<file path="config.mk">
export PLATFORM = sky130hd
export DESIGN_NAME = integer_to_radix_text_top
export DESIGN_NICKNAME = d
export VERILOG_FILES = /design/src/hdl/irt_pkg.sv /design/src/hdl/irt_div.sv /design/src/hdl/integer_to_radix_text_top.sv
export SDC_FILE = /design/constraint.sdc
export NUM_CORES = 1
export LEC_CHECK = 0
export BUFFER_PORTS_ARGS = -buffer_cell sky130_fd_sc_hd__clkbuf_2
export CAP_MARGIN = 20
export CORE_ASPECT_RATIO = 1.5
export CORE_UTILIZATION = 30
export CTS_CLUSTER_SIZE = 24
export DETAILED_ROUTE_END_ITERATION = 12
export GPL_ROUTABILITY_DRIVEN = 0
export RECOVER_POWER = 50
export SETUP_SLACK_MARGIN = 0.02
export SYNTH_ARGS = -nofsm -noshare
export SYNTH_HDL_FRONTEND = slang
export SYNTH_SLANG_ARGS = --single-unit
</file>
<file path="constraint.sdc">
create_clock -name aclk -period 6.67 [get_ports aclk]
set_clock_uncertainty 0.2 [all_clocks]
set_input_delay 1.334 -clock aclk [delete_from_list [all_inputs] [get_ports aclk]]
set_output_delay 1.334 -clock aclk [all_outputs]
set_load 0.1 [all_outputs]
</file>
<file path="src/hdl/irt_pkg.sv">
// ----------------------------------------------------------------------------
// irt_pkg
// Shared types, constants and the digit-to-ASCII mapping for the
// integer-to-radix-text block.
// ----------------------------------------------------------------------------
package irt_pkg;

    localparam int RADIX_W = 6;
    localparam int DIGIT_W = 6;
    localparam int CHAR_W  = 8;

    localparam logic [RADIX_W-1:0] RADIX_MIN     = 6'd2;
    localparam logic [RADIX_W-1:0] RADIX_MAX     = 6'd36;
    localparam logic [RADIX_W-1:0] RADIX_DEFAULT = 6'd10;

    localparam logic [DIGIT_W-1:0] DIGIT_MAX_NUM = 6'd9;

    localparam logic [CHAR_W-1:0] CHAR_ZERO    = 8'h30;
    localparam logic [CHAR_W-1:0] CHAR_LOWER_A = 8'h61;
    localparam logic [CHAR_W-1:0] CHAR_UPPER_A = 8'h41;
    localparam logic [CHAR_W-1:0] CHAR_MINUS   = 8'h2d;
    localparam logic [CHAR_W-1:0] LETTER_BIAS  = 8'd10;

    typedef enum logic [2:0] {
        S_IDLE,
        S_START,
        S_DIV,
        S_SIGN,
        S_READ,
        S_LOAD,
        S_SEND
    } irt_state_t;

    // sequencer to divider
    typedef struct packed {
        logic start;
    } irt_div_ctrl_t;

    // divider to sequencer
    typedef struct packed {
        logic busy;
        logic done;
    } irt_div_stat_t;

    function automatic logic [CHAR_W-1:0] digit_char(input logic [DIGIT_W-1:0] d,
                                                     input logic upper);
        logic [CHAR_W-1:0] letter_base;
        letter_base = upper ? CHAR_UPPER_A : CHAR_LOWER_A;
        if (d > DIGIT_MAX_NUM) begin
            digit_char = {2'b00, d} - LETTER_BIAS + letter_base;
        end else begin
            digit_char = {2'b00, d} + CHAR_ZERO;
        end
    endfunction

endpackage

</file>
<file path="src/hdl/irt_div.sv">
// ----------------------------------------------------------------------------
// irt_div
// Restoring divider, one quotient bit per cycle, for a wide dividend and a
// small divisor (the base). Gives quotient and remainder.
// ----------------------------------------------------------------------------
module irt_div #(
    parameter int VALUE_BITS = 32
) (
    input  logic                          aclk,
    input  logic                          aresetn,
    input  irt_pkg::irt_div_ctrl_t        ctrl,
    input  logic [VALUE_BITS-1:0]         dividend,
    input  logic [irt_pkg::RADIX_W-1:0]   divisor,
    output irt_pkg::irt_div_stat_t        stat,
    output logic [VALUE_BITS-1:0]         quotient,
    output logic [irt_pkg::DIGIT_W-1:0]   remainder
);
    import irt_pkg::*;

    localparam int CNT_W = $clog2(VALUE_BITS + 1);

    logic [VALUE_BITS-1:0] quo_reg, quo_next;
    logic [DIGIT_W-1:0]    rem_reg, rem_next;
    logic [RADIX_W-1:0]    dsr_reg, dsr_next;
    logic [CNT_W-1:0]      cnt_reg, cnt_next;
    logic                  busy_reg, busy_next;
    logic                  done_reg, done_next;

    logic [DIGIT_W:0]      trial;
    logic [DIGIT_W:0]      diff;
    logic                  ge;

    // shift the next dividend bit into the partial remainder
    assign trial = {rem_reg, quo_reg[VALUE_BITS-1]};
    assign ge    = trial >= {1'b0, dsr_reg};
    assign diff  = trial - {1'b0, dsr_reg};

    always_comb begin
        quo_next  = quo_reg;
        rem_next  = rem_reg;
        dsr_next  = dsr_reg;
        cnt_next  = cnt_reg;
        busy_next = busy_reg;
        done_next = 1'b0;
        if (ctrl.start) begin
            quo_next  = dividend;
            rem_next  = '0;
            dsr_next  = divisor;
            cnt_next  = CNT_W'(VALUE_BITS);
            busy_next = 1'b1;
        end else if (busy_reg) begin
            quo_next = {quo_reg[VALUE_BITS-2:0], ge};
            rem_next = ge ? diff[DIGIT_W-1:0] : trial[DIGIT_W-1:0];
            cnt_next = cnt_reg - 1'b1;
            if (cnt_reg == CNT_W'(1)) begin
                busy_next = 1'b0;
                done_next = 1'b1;
            end
        end
    end

    always_ff @(posedge aclk) begin
        if (!aresetn) begin
            busy_reg <= 1'b0;
            done_reg <= 1'b0;
            cnt_reg  <= '0;
        end else begin
            busy_reg <= busy_next;
            done_reg <= done_next;
            cnt_reg  <= cnt_next;
        end
        quo_reg <= quo_next;
        rem_reg <= rem_next;
        dsr_reg <= dsr_next;
    end

    assign stat.busy = busy_reg;
    assign stat.done = done_reg;
    assign quotient  = quo_reg;
    assign remainder = rem_reg;

endmodule

</file>
<file path="src/hdl/integer_to_radix_text_top.sv">
// ----------------------------------------------------------------------------
// integer_to_radix_text_top
// Converts a signed integer to its ASCII text in a base from 2 to 36.
// ----------------------------------------------------------------------------
// One number is taken at a time; s_ready is low until its last character
// has been transferred. The number's magnitude is divided by the base once
// per digit on a one-bit-per-cycle divider, and each digit character then
// passes through a digit store read, an output register load and the
// transfer, which waits for m_ready; a '-' sign is loaded straight into the
// output register. The block returns to idle after the final character
// before the next number is taken. The text is a '-' for negative numbers,
// then the digits most significant first, with m_last on the final
// character; bases outside 2..36 are taken as 10 and zero gives "0".
// ----------------------------------------------------------------------------
module integer_to_radix_text_top #(
    parameter int VALUE_BITS = 32
) (
    input  logic                          aclk,
    input  logic                          aresetn,
    input  logic                          s_valid,
    output logic                          s_ready,
    input  logic signed [VALUE_BITS-1:0]  s_value,
    input  logic [irt_pkg::RADIX_W-1:0]   s_radix,
    input  logic                          s_upper_case,
    output logic                          m_valid,
    input  logic                          m_ready,
    output logic [irt_pkg::CHAR_W-1:0]    m_char_out,
    output logic                          m_last
);
    import irt_pkg::*;

    localparam int CNT_W = $clog2(VALUE_BITS + 1);
    localparam int IDX_W = $clog2(VALUE_BITS);

    irt_state_t state_reg, state_next;

    logic [VALUE_BITS-1:0] work_reg, work_next;
    logic [RADIX_W-1:0]    base_reg, base_next;
    logic                  neg_reg, neg_next;
    logic                  upper_reg, upper_next;
    logic [CNT_W-1:0]      cnt_reg, cnt_next;
    logic [IDX_W-1:0]      idx_reg, idx_next;
    logic [CHAR_W-1:0]     char_reg, char_next;
    logic                  last_reg, last_next;

    logic                  s_xfer;
    logic                  m_xfer;
    logic [RADIX_W-1:0]    base_sel;
    logic [VALUE_BITS-1:0] mag;
    logic                  quo_zero;

    irt_div_ctrl_t         div_ctrl;
    irt_div_stat_t         div_stat;
    logic [VALUE_BITS-1:0] div_quo;
    logic [DIGIT_W-1:0]    div_rem;

    // digit store, least significant digit first
    logic [DIGIT_W-1:0]    digit_mem [VALUE_BITS];
    logic                  mem_we;
    logic [DIGIT_W-1:0]    mem_rdata;

    assign s_xfer   = s_valid && s_ready;
    assign m_xfer   = m_valid && m_ready;
    assign base_sel = (s_radix < RADIX_MIN || s_radix > RADIX_MAX) ? RADIX_DEFAULT : s_radix;
    // most negative value wraps to its unsigned magnitude
    assign mag      = s_value[VALUE_BITS-1] ? (~s_value + 1'b1) : s_value;
    assign quo_zero = (div_quo == '0);

    irt_div #(
        .VALUE_BITS(VALUE_BITS)
    ) u_div (
        .aclk     (aclk),
        .aresetn  (aresetn),
        .ctrl     (div_ctrl),
        .dividend (work_reg),
        .divisor  (base_reg),
        .stat     (div_stat),
        .quotient (div_quo),
        .remainder(div_rem)
    );

    always_ff @(posedge aclk) begin
        if (mem_we) begin
            digit_mem[cnt_reg[IDX_W-1:0]] <= div_rem;
        end
        mem_rdata <= digit_mem[idx_reg];
    end

    // next state
    always_comb begin
        state_next = state_reg;
        case (state_reg)
            S_IDLE:  if (s_valid) state_next = S_START;
            S_START: state_next = S_DIV;
            S_DIV: begin
                if (div_stat.done) begin
                    if (!quo_zero) begin
                        state_next = S_START;
                    end else if (neg_reg) begin
                        state_next = S_SIGN;
                    end else begin
                        state_next = S_READ;
                    end
                end
            end
            S_SIGN:  state_next = S_SEND;
            S_READ:  state_next = S_LOAD;
            S_LOAD:  state_next = S_SEND;
            S_SEND: begin
                if (m_ready) begin
                    state_next = last_reg ? S_IDLE : S_READ;
                end
            end
            default: state_next = S_IDLE;
        endcase
    end

    // outputs and datapath
    always_comb begin
        s_ready        = 1'b0;
        m_valid        = 1'b0;
        div_ctrl.start = 1'b0;
        mem_we         = 1'b0;
        work_next      = work_reg;
        base_next      = base_reg;
        neg_next       = neg_reg;
        upper_next     = upper_reg;
        cnt_next       = cnt_reg;
        idx_next       = idx_reg;
        char_next      = char_reg;
        last_next      = last_reg;
        case (state_reg)
            S_IDLE: begin
                s_ready = 1'b1;
                if (s_valid) begin
                    work_next  = mag;
                    base_next  = base_sel;
                    neg_next   = s_value[VALUE_BITS-1];
                    upper_next = s_upper_case;
                    cnt_next   = '0;
                end
            end
            S_START: begin
                div_ctrl.start = 1'b1;
            end
            S_DIV: begin
                if (div_stat.done) begin
                    mem_we    = 1'b1;
                    work_next = div_quo;
                    cnt_next  = cnt_reg + 1'b1;
                    idx_next  = cnt_reg[IDX_W-1:0];
                end
            end
            S_SIGN: begin
                char_next = CHAR_MINUS;
                last_next = 1'b0;
            end
            S_READ: begin
            end
            S_LOAD: begin
                char_next = digit_char(mem_rdata, upper_reg);
                last_next = (idx_reg == '0);
                if (idx_reg != '0) begin
                    idx_next = idx_reg - 1'b1;
                end
            end
            S_SEND: begin
                m_valid = 1'b1;
            end
            default: begin
            end
        endcase
    end

    always_ff @(posedge aclk) begin
        if (!aresetn) begin
            state_reg <= S_IDLE;
            cnt_reg   <= '0;
        end else begin
            state_reg <= state_next;
            cnt_reg   <= cnt_next;
        end
        work_reg  <= work_next;
        base_reg  <= base_next;
        neg_reg   <= neg_next;
        upper_reg <= upper_next;
        idx_reg   <= idx_next;
        char_reg  <= char_next;
        last_reg  <= last_next;
    end

    assign m_char_out = char_reg;
    assign m_last     = last_reg;

    // input and output never overlap
    a_no_overlap: assert property (@(posedge aclk) disable iff (!aresetn)
        !(s_ready && m_valid))
        else $error("input accepted while a character is pending");

    // a transfer in always starts a division
    a_start_after_in: assert property (@(posedge aclk) disable iff (!aresetn)
        s_xfer |=> (state_reg == S_START))
        else $error("division not started after input transfer");

    // divider only reports completion while the sequencer waits for it
    a_done_in_div: assert property (@(posedge aclk) disable iff (!aresetn)
        div_stat.done |-> (state_reg == S_DIV))
        else $error("divider done outside division state");

    // divider is quiet while a new number may be taken
    a_div_idle: assert property (@(posedge aclk) disable iff (!aresetn)
        (state_reg == S_IDLE) |-> !div_stat.busy)
        else $error("divider busy while idle");

    // the digit store never overflows
    a_cnt_bound: assert property (@(posedge aclk) disable iff (!aresetn)
        cnt_reg <= CNT_W'(VALUE_BITS))
        else $error("digit count beyond store depth");

    // the final character returns the block to idle
    a_last_idle: assert property (@(posedge aclk) disable iff (!aresetn)
        (m_xfer && m_last) |=> s_ready)
        else $error("not idle after final character");

endmodule

</file>
# Yosys cells after proc, flatten, opt, wreduce, memory -nomap -nowiden
# Memory sizes are Yosys's and may differ from the RTL's. A register that Yosys moved wholly into a read port is not among the register bits.
# Index checks and enable logic that the tools add are counted.
word_totals:
  ff_bits: 115
  latchBits: 0
  mem_bits_rw: 192
  mem_bits_ro: 0
  inputBits: 43
  wordCells: 96
  memories: 1
classes:
  n_addsub: 8
  mul: 0
  div: 0
  order_cmp: 4
  eq_ne: 11
  shifts: 0
  mux: 37
  bitwise_logic: 3
  reduce_logical: 16
memory_table:
  columns: ["name", "depth", "word_bits", "rd", "rd_ports_with_merged_regs", "write_ports", "line", "rtl"]
  rows:
  - ["digit_mem", 32, 6, 1, 1, 1, "integer_to_radix_text_top.sv:58", "logic [DIGIT_W-1:0] digit_mem [VALUE_BITS];"]
op_table:
  columns: ["cell", "count"]
  rows:
  - ["2-to-1 mux 32 bit", 5]
  - ["one-hot mux 32 bit (2 select lines)", 1]
  - ["2-to-1 mux 6 bit", 6]
  - ["adder 32 x 1 -> 32 bit (second input constant)", 1]
  - ["logical NOT 32 bit", 1]
  - ["NOT 32 bit", 1]
  - ["2-to-1 mux 3 bit", 6]
  - ["one-hot mux 3 bit (6 select lines)", 1]
  - ["one-hot mux 8 bit (2 select lines)", 1]
  - ["one-hot mux 6 bit (2 select lines)", 1]
  - ["2-to-1 mux 1 bit", 11]
  - ["2-to-1 mux 5 bit", 2]
  - ["one-hot mux 5 bit (2 select lines)", 1]
  - ["equality test 3 bit (second input constant)", 3]
  - ["AND reduction 3 bit", 3]
  - ["adder 8 x 7 -> 8 bit", 1]
  - ["2-to-1 mux 8 bit", 1]
  - ["nonzero test 2 bit", 4]
  - ["adder 6 x 6 -> 7 bit (second input constant)", 1]
  - ["greater-or-equal comparator 7 x 6 -> 1 bit", 1]
  - ["subtractor 6 x 4 -> 7 bit (second input constant)", 1]
  - ["adder 6 x 1 -> 6 bit (second input constant)", 1]
  - ["equality test 3 x 2 -> 1 bit (second input constant)", 2]
  - ["equality test 6 x 1 -> 1 bit (second input constant)", 1]
  - ["other kinds (18)", 22]

# Logic depth before layout (Yosys ltp)
# Gate-level depths: netlist of the first run.
logic_depth:
  ltp_word: 5
  ltp_mapped: 10

# Cells and area by module
# A second synthesis of the first run with hierarchy kept.
hier_totals:
  hier_cells: 986
  area_unflattened_um2: 14041.0
modules_own_cells:
  columns: ["module", "instances", "cells_each", "area_per_inst_um2", "seq_area_each_um2"]
  rows:
  - ["integer_to_radix_text_top", 1, 797, 11579.9, 7667.4]
  - ["irt_div", 1, 189, 2461.1, 1421.4]

# Least setup slack after synthesis of the first run
# OpenSTA, ideal clock, no wires.
synth_timing:
  path_kind: "input to register"
  startpoint: "input s_valid"
  endpoint: "register idx_reg[0], enable pin"
  t_arrival_ns: 4.573
  required_ns: 6.117
  setup_slack_ns: 1.544
  path_stages: 4
  path_buffers: 0
  cell_sequence: "mux2i_1 > nor3_1 > nand2_1 > a21oi_1"
synth_lines:
  columns: ["item", "line", "rtl"]
  rows:
  - ["start: declaration", "integer_to_radix_text_top.sv:20", "input logic s_valid,"]
  - ["end signal: assignment", "integer_to_radix_text_top.sv:187", "idx_reg <= idx_next;"]
  - ["end: declaration", "integer_to_radix_text_top.sv:42", "logic [IDX_W-1:0] idx_reg, idx_next;"]

# Final worst setup path of the first run
layout_timing:
  startpoint: "register idx_reg[1]"
  endpoint: "register idx_reg[1], enable pin"
layout_between:
  elab_chain_len: 3
layout_lines:
  columns: ["item", "line", "rtl"]
  rows:
  - ["nonzero test 5 bit", "integer_to_radix_text_top.sv:163", "if (idx_reg != '0) begin"]
  - ["!= test 2 bit (no source line)", null, null]
  - ["AND reduction 3 bit (no source line)", null, null]
# No other way between the ends.
# A chain may end at the register's enable or synchronous reset.

==> results of run 1 <==
layer usage:
| metal | up-vias | global-route usage [%] | wire, µm |
|---|---|---|---|
| met5 | - | 0 | 0 |
| met4 | 0 | 4.30 | 637 |
| met3 | 37 | 1.28 | 870 |
| met2 | 138 | 24.2 | 16200 |
| met1 | 4041 | 14.9 | 11900 |
| li1 | 3809 | - | - |
through the flow:
| stage | utilization [%] | std cells | worst slack, ns |
|---|---|---|---|
| floorplan | - | 984 | 1.54 |
| global placement | 32.4 | 1590 | 2.81 |
| detailed placement | 32.4 | 1590 | 2.82 |
| CTS | 34.5 | 1646 | 3.06 |
| global route | 34.4 | 1646 | 1.69 |
| finish | 34.4 | 1646 | 2.02 |
cells by family (layout without fill, tap and decap cells):
group	after synthesis	after routing	share of synthesized area, %
simple gates	330	330	11.0
mux	70	70	10.1
fa+ha+maj	23	23	2.12
xor+xnor	47	47	2.96
flops	312	312	65.4
compound gates	124	124	6.20
buf+inv	78	152	2.30
synthesized netlist by cell type, types with 3 or more instances:
cell type / n
edfxtp_1: 284
nand2_1: 152
nor2_1: 73
mux4_2: 56
xor2_1: 37
o21ai_0: 35
clkbuf_1: 33
a21oi_1: 32
dfxtp_1: 28
inv_1: 27
ha_1: 22
nor3_1: 13
or3_1: 12
mux2i_1: 11
nor4_1: 11
buf_2: 10
nand3_1: 10
o31ai_1: 10
xnor2_1: 10
nor2b_1: 9
o41ai_2: 9
and2_1: 7
nand4_1: 7
nand2b_1: 6
nand3b_1: 6
buf_1: 5
o41ai_1: 5
or2_2: 5
a211oi_1: 4
and3_1: 4
a31oi_1: 3
and4_1: 3
mux2_2: 3
report_power, final:
| group | switching, mW | internal (mW) |
|---|---|---|
| clock network | 0.724 | 1.00 |
| logic | 0.698 | 0.315 |
| registers | 0.145 | 2.58 |
| total | 1.57 | 3.90 |
final cells by class:
| class | count | area, µm² | area share [%] |
|---|---|---|---|
| clock buffer | 38 | 802 | 5.09 |
| clock inverter | 18 | 190 | 1.21 |
| inverter | 28 | 105 | 0.667 |
| multi-input combinational | 594 | 4500 | 28.6 |
| sequential | 312 | 9090 | 57.7 |
| tap | 588 | 736 | 4.67 |
| timing repair buffer | 68 | 332 | 2.10 |
critical path, stage by stage (launching register included):
cell and delay [ns]:
edfxtp_1 0.32, clkbuf_1 2.08, inv_1 0.63, ha_1 0.41
and4b_1 0.23, a21oi_1 0.42
path summary, 6_finish.rpt:
path	start	end	slack (ns)	cells past startpoint
min	base_reg[2]	u_div.dsr_reg[2]	0.23	0
max reg2reg	idx_reg[1]	idx_reg[1]	2.02	5
max	idx_reg[1]	idx_reg[1]	2.02	5
min reg2reg	base_reg[2]	u_div.dsr_reg[2]	0.23	0
==> out/metrics.csv, run 1 <==
stage,metric,value,unit
power,worst vdd ir,0.204,mV
drt,number of routed nets with antenna violations,0,
drt,Remaining DRCs,0,
sta,"Slew Viols, Final",422,
sta,maximum clock frequency,0.215,GHz
sta,Setup TNS Final,0,ns
synthesis,Post-Synthesis Cells,984,
synthesis,post-synth top area cell,edfxtp_1,
global_routing,GRT Total Usage,12.8,%
sta,fin crit share,69.8,%
clocking,CTS H-tree lvls,1,
clocking,Clock Root Buffer,clkbuf_16,
clocking,clock sink total,312,
drt,number of DRC markers in iteration 0,495,
worst_hold_path,min-delay worst type,flop to flop,
global_routing,vias in the first global route,8293,
synthesis,"Seq/Total Area, Yosys",65.4,%
floorplan,Site Rows,96,
critical_path,worst path arrival time,4.66,ns
floorplan,initial core utilization,30.4,%
layout,ANT cells,0,
job,maxcap violations,11,
floorplan,Die X,178,µm
power,leakage power total,5.31,nW
critical_path,critical path capture point type,flop,
clocking,Worst-Skew Late Latency,0.57,ns
sta,hold slack,0.226,ns
sta,Slew headroom,-97.8,%
global_routing,initial antenna violation count,0,
synthesis,main flop type after synthesis,edfxtp_1,
synthesis,syn nets,1050,
drt,Via density,4.88,
power,total power,5.47,mW
sta,Final Hold Fails,0,
clocking,Post-CTS Setup Bufs,0,
layout,layout cells sized above 1,16.5,%
clocking,# resized after CTS,0,
synthesis,yosys warns,0,
clocking,cts-stage hold buffer count,0,
clocking,clock buffer depth,3,
layout,Post-Layout Inst Area,0.0158,mm²
power,pwr/cell area,347,mW/mm²
layout,most frequent cells in the layout,"edfxtp_1, nand2_1, nor2_1",
synthesis,Seq cells post-synth,312,
place,port bufs,53,
global_routing,grt ovf,0,
synthesis,number of synthesized flops with an enable pin,284,
synthesis,synth unique cells,61,
critical_path,startpoint types,flop,
critical_path,maximum fanout along the worst path,46,
status,failing checks,"capacitance limit, slew limit",
global_routing,first-pass GRT wire length,46900,µm
layout,Largest register FFs,192,
clocking,clk slew on worst S/H paths,0.06,ns
drt,total number of vias,8025,
synthesis,top post-synthesis cells by area,"edfxtp_1, mux4_2, nand2_1",
drt,final WL,29600,µm
sta,setup violators final,0,
clocking,CTS tree,done,
layout,Fillers,4408,
sta,Tightest Pin Transition,2.97,ns
synthesis,Post-synth ARST share,0,%
clocking,CTS Buf Count,30,
floorplan,Die Ht,266,µm
drt,Routed WL per cell,18.0,µm
sta,RSZ-0062 raised after global routing,false,
synthesis,mean post-synth cell area,14.1,µm²
synthesis,"Cell Area, Synth",0.0139,mm²
layout,"most common cell after layout, fill and taps aside",edfxtp_1,
global_routing,largest net degree at the start of global routing,47,
critical_path,required time of the critical path,6.67,ns
place,HPWL reported at the end of detailed placement,19300,µm
sta,fin crit period,4.65,ns
place,Placed Instance Area,0.0148,mm²
floorplan,DIE AREA,0.0472,mm²
status,status,"complete, but fails checks",
layout,fin nets,1100,
drt,Pre-Repair DR Iteration Count,5,
floorplan,IO Count,54,
floorplan,CORE AREA,0.0458,mm²
synthesis,Yosys top cell area share,61.3,%
critical_path,critical path class,flop to flop,
layout,Layout area overhead,13.3,%
Power figures use the tool's default switching activity.
==> inputs of run 2 (changes only) <==
==> constraint.sdc (replaced) <==
create_clock -name aclk -period 3.9 [get_ports aclk]
set_clock_uncertainty 0.2 [all_clocks]
set_input_delay 0.78 -clock aclk [delete_from_list [all_inputs] [get_ports aclk]]
set_output_delay 0.78 -clock aclk [all_outputs]
set_load 0.1 [all_outputs]
==> out/metrics.csv, run 2 (synthesis gave the netlist of run 1 again) <==
stage,metric,value,unit
floorplan,IO Count,54,
sta,setup violators final,0,
sta,Final Hold Fails,0,
sta,fin crit period,3.18,ns
sta,"Slew Viols, Final",182,
floorplan,Site Rows,96,
critical_path,worst path arrival time,3.22,ns
power,leakage power total,5.34,nW
floorplan,Die X,178,µm
power,sequential share of power,50.3,%
job,maxcap violations,6,
sta,fin crit share,81.6,%
clocking,CTS tree,done,
power,worst vdd ir,0.296,mV
place,HPWL reported at the end of detailed placement,20200,µm
global_routing,vias in the first global route,8405,
place,pre-CTS setup slack,0.607,ns
layout,ANT cells,0,
floorplan,initial core utilization,30.4,%
place,Placed Cells,1594,
global_routing,largest net degree at the start of global routing,44,
clocking,CTS Buf Count,30,
clocking,Clock Root Buffer,clkbuf_16,
sta,final worst-path setup slack,0.717,ns
global_routing,first-pass GRT wire length,47300,µm
drt,Routed WL per cell,18.2,µm
clocking,clock sink total,312,
global_routing,initial antenna violation count,0,
sta,Setup TNS Final,0,ns
global_routing,GRT Total Usage,13.0,%
layout,layout cells sized above 1,17.2,%
status,failing checks,"capacitance limit, slew limit",
power,P_int,6.60,mW
layout,Largest register FFs,192,
clocking,clock buffer depth,3,
layout,most frequent cells in the layout,"edfxtp_1, nand2_1, nor2_1",
clocking,Post-CTS Setup Bufs,0,
sta,Tightest Pin Transition,1.87,ns
global_routing,grt ovf,0,
place,port bufs,53,
drt,Remaining DRCs,0,
layout,"most common cell after layout, fill and taps aside",edfxtp_1,
layout,Layout area overhead,13.7,%
floorplan,CORE AREA,0.0458,mm²
power,total power,9.27,mW
status,status,"complete, but fails checks",
floorplan,Die Ht,266,µm
clocking,clk slew on worst S/H paths,0.06,ns
power,pwr/cell area,586,mW/mm²
drt,total number of vias,8101,
layout,fin nets,1104,
critical_path,critical path capture point type,flop,
drt,final WL,30000,µm
critical_path,maximum fanout along the worst path,43,
layout,Post-Layout Inst Area,0.0158,mm²
critical_path,critical path class,flop to flop,
critical_path,required time of the critical path,3.94,ns
worst_hold_path,min-delay worst type,input pin to flop,
drt,number of DRC markers in iteration 0,472,
sta,RSZ-0062 raised after global routing,false,
layout,Fillers,4365,
power,share of total power in the clock network,31.0,%
power,switching fraction of total power,28.8,%
drt,Pre-Repair DR Iteration Count,4,
drt,Via density,4.91,
floorplan,DIE AREA,0.0472,mm²
power,Comb power frac,18.7,%
critical_path,startpoint types,flop,
clocking,Worst-Skew Late Latency,0.56,ns
clocking,cts-stage hold buffer count,0,
sta,hold slack,0.198,ns
place,Placed Instance Area,0.0149,mm²
power,switching power total,2.67,mW
layout,fin util,34.5,%
clocking,# resized after CTS,0,
drt,number of routed nets with antenna violations,0,
sta,Slew headroom,-24.7,%
clocking,CTS H-tree lvls,1,
sta,maximum clock frequency,0.314,GHz
layout,Non-Filler Instances,1650,
-- run 2: cell count changes in the layout (fill, tap and decap cells not counted), sizes merged --
cell    change
clkinv      -1
bufinv      -3
buf         +6
clkbuf      +2
-- run 2: worst paths after layout --
check / start / endpoint / slack [ns] / depth (start not counted)
worst max-delay path: state_reg[1] / work_reg[8] / 0.72 / 4
worst min-delay path: s_upper_case / upper_reg / 0.20 / 1
worst max register to register: state_reg[1] / work_reg[8] / 0.72 / 4
worst min register to register: base_reg[5] / u_div.dsr_reg[5] / 0.22 / 0
-- run 2: metal layers --
layer,share of wire [%],global-route usage (%)
met5,0,0
met4,2.9,4.55
met3,3.2,1.50
met2,55,24.4
met1,39,15.0
-- run 2: critical path, cell delays in order (launching register included) --
cell,delay [ns]
dfxtp_1,0.58
inv_1,0.24
nor3_2,0.17
clkbuf_1,1.36
o21ai_0,0.29
-- run 2: cell type report --
cell class	count	area [µm²]	share of cell area [%]
Timing Repair Buffer	72	373	2.36
Sequential cell	312	9090	57.5
Tap cell	588	736	4.65
Clock buffer	42	888	5.62
Inverter	28	105	0.665
Multi-Input combinational cell	594	4520	28.6
Clock inverter	14	98.8	0.625
-- run 2: power groups by stage --
stage	Combinational, mW	Sequential, mW	Clock (mW)
floorplan	1.09	4.76	0
global placement	1.73	4.71	0
detailed placement	1.78	4.72	0
CTS	1.79	4.65	2.93
global route	1.93	4.72	3.06
finish	1.73	4.67	2.87
==> inputs of run 3 (changes only) <==
==> constraint.sdc (replaced) <==
create_clock -name aclk -period 2.84 [get_ports aclk]
set_clock_uncertainty 0.2 [all_clocks]
set_input_delay 0.568 -clock aclk [delete_from_list [all_inputs] [get_ports aclk]]
set_output_delay 0.568 -clock aclk [all_outputs]
set_load 0.1 [all_outputs]
==> out/metrics.csv, run 3 (synthesis gave the netlist of run 1 again) <==
stage,metric,value,unit
floorplan,Die Ht,266,µm
critical_path,CP Launch Point,state_reg[2],
drt,total number of vias,8329,
floorplan,CORE AREA,0.0458,mm²
sta,Final Hold Fails,0,
power,total power,12.8,mW
layout,Largest register FFs,192,
place,port bufs,53,
layout,"most common cell after layout, fill and taps aside",edfxtp_1,
critical_path,worst path arrival time,1.91,ns
critical_path,Worst Setup EP,s_ready,
drt,number of DRC markers in iteration 0,565,
clocking,cts-stage hold buffer count,1,
critical_path,path depth of the worst reg2reg path,10,
layout,ANT cells,0,
drt,Routed WL per cell,17.8,µm
power,pwr/cell area,787,mW/mm²
place,HPWL reported at the end of detailed placement,21000,µm
drt,final WL,30500,µm
critical_path,critical path class,flop to primary output,
critical_path,startpoint types,flop,
floorplan,initial core utilization,30.4,%
clocking,Clock Root Buffer,clkbuf_16,
floorplan,DIE AREA,0.0472,mm²
clocking,clk slew on worst S/H paths,0.06,ns
drt,Via density,4.86,
layout,Layout area overhead,17.2,%
worst_hold_path,min-delay worst type,input pin to flop,
drt,number of routed nets with antenna violations,0,
power,sequential share of power,49.6,%
sta,maximum clock frequency,0.373,GHz
global_routing,first-pass GRT wire length,48400,µm
power,switching power total,3.66,mW
critical_path,required time of the critical path,2.07,ns
job,maxcap violations,4,
status,status,"complete, but fails checks",
layout,fin util,35.6,%
sta,setup violators final,0,
sta,RSZ-0062 raised after global routing,false,
critical_path,critical path capture point type,primary output,
drt,Remaining DRCs,0,
sta,fin crit share,94.3,%
status,failing checks,"capacitance limit, slew limit",
place,pre-CTS setup slack,-0.145,ns
clocking,CTS tree,done,
sta,fin crit period,2.68,ns
critical_path,reg2reg end,m_char_out[6],
power,leakage power total,5.66,nW
sta,final worst-path setup slack,0.162,ns
clocking,Worst-Skew Late Latency,0.56,ns
layout,fin nets,1171,
floorplan,Site Rows,96,
power,P_int,9.18,mW
sta,Tightest Pin Transition,1.59,ns
power,worst vdd ir,0.402,mV
layout,layout cells sized above 1,21.4,%
critical_path,R2R setup slack,0.25,ns
sta,Setup TNS Final,0,ns
clocking,clock buffer depth,3,
power,share of total power in the clock network,31.0,%
clocking,Post-CTS Setup Bufs,0,
power,Comb power frac,19.4,%
clocking,clock sink total,312,
clocking,CTS Buf Count,30,
floorplan,IO Count,54,
critical_path,Critical R2R Launch,mem_rdata[1],
global_routing,largest net degree at the start of global routing,47,
layout,most frequent cells in the layout,"edfxtp_1, nand2_1, nor2_1",
clocking,# resized after CTS,0,
sta,"Slew Viols, Final",138,
drt,Pre-Repair DR Iteration Count,5,
global_routing,initial antenna violation count,0,
global_routing,GRT Total Usage,13.2,%
global_routing,vias in the first global route,8712,
power,switching fraction of total power,28.5,%
global_routing,grt ovf,0,
floorplan,Die X,178,µm
sta,Slew headroom,-5.96,%
clocking,CTS H-tree lvls,1,
critical_path,maximum fanout along the worst path,11,
run 3: cell count changes in the layout (fill, tap and decap cells not counted), sizes merged:
cell	previous run	this run
clkinv	12	9
clkbuf	104	111
bufinv	1	3
buf	10	68
dlygate4sd3	0	1
clkinvlp	1	0
run 3: worst max-delay path: stages, from the launching register on:
cell and delay [ns]:
dfxtp_1 0.37, buf_4 0.20, nor3_1 0.27, clkbuf_2 0.51
run 3: worst min-delay path by stage:
| stage | from | end | slack (ns) | cells after the start |
|---|---|---|---|---|
| 2_1_floorplan | base_reg[0] | u_div.dsr_reg[0] | 0.20 | 0 |
| 3_5_place_dp | base_reg[0] | u_div.dsr_reg[0] | 0.22 | 0 |
| 6_report | s_radix[3] | base_reg[3] | 0.09 | 2 |
| 5_1_grt | s_radix[3] | base_reg[3] | 0.10 | 2 |
| 4_1_cts | s_radix[3] | base_reg[3] | 0.08 | 2 |
| 3_3_place_gp | base_reg[2] | u_div.dsr_reg[2] | 0.22 | 0 |
run 3: per-stage QoR:
step,hold WS (ns),cells,instance area [µm²]
detailed placement,0.224,1660,15400
global route,0.101,1714,16300
floorplan,0.200,984,13900
CTS,0.0750,1714,16400
global placement,0.220,1660,15400
finish,0.0934,1714,16300
run 3: metal layers:
layer | GRT usage, % | wire length (µm) | vias up
li1 | - | - | 3947
met1 | 14.9 | 11900 | 4184
met2 | 24.8 | 16500 | 146
met3 | 1.31 | 1030 | 52
met4 | 5.94 | 1110 | 0
met5 | 0 | 0 | -
run 3: power by group through the flow:
stage | clock (mW) | sequential [mW] | combinational, mW
6_report | 3.98 | 6.37 | 2.49
5_1_grt | 4.22 | 6.43 | 2.78
4_1_cts | 4.07 | 6.35 | 2.57
3_5_place_dp | 0 | 6.44 | 2.56
3_3_place_gp | 0 | 6.42 | 2.49
2_1_floorplan | 0 | 6.53 | 1.50
run 3: final cells by class:
class	count	area, µm²
clock buffer	41	833
clock inverter	12	135
fill	4379	29500
inverter	28	105
multi-input combinational	594	4520
sequential	312	9090
tap	588	736
timing repair buffer	139	886
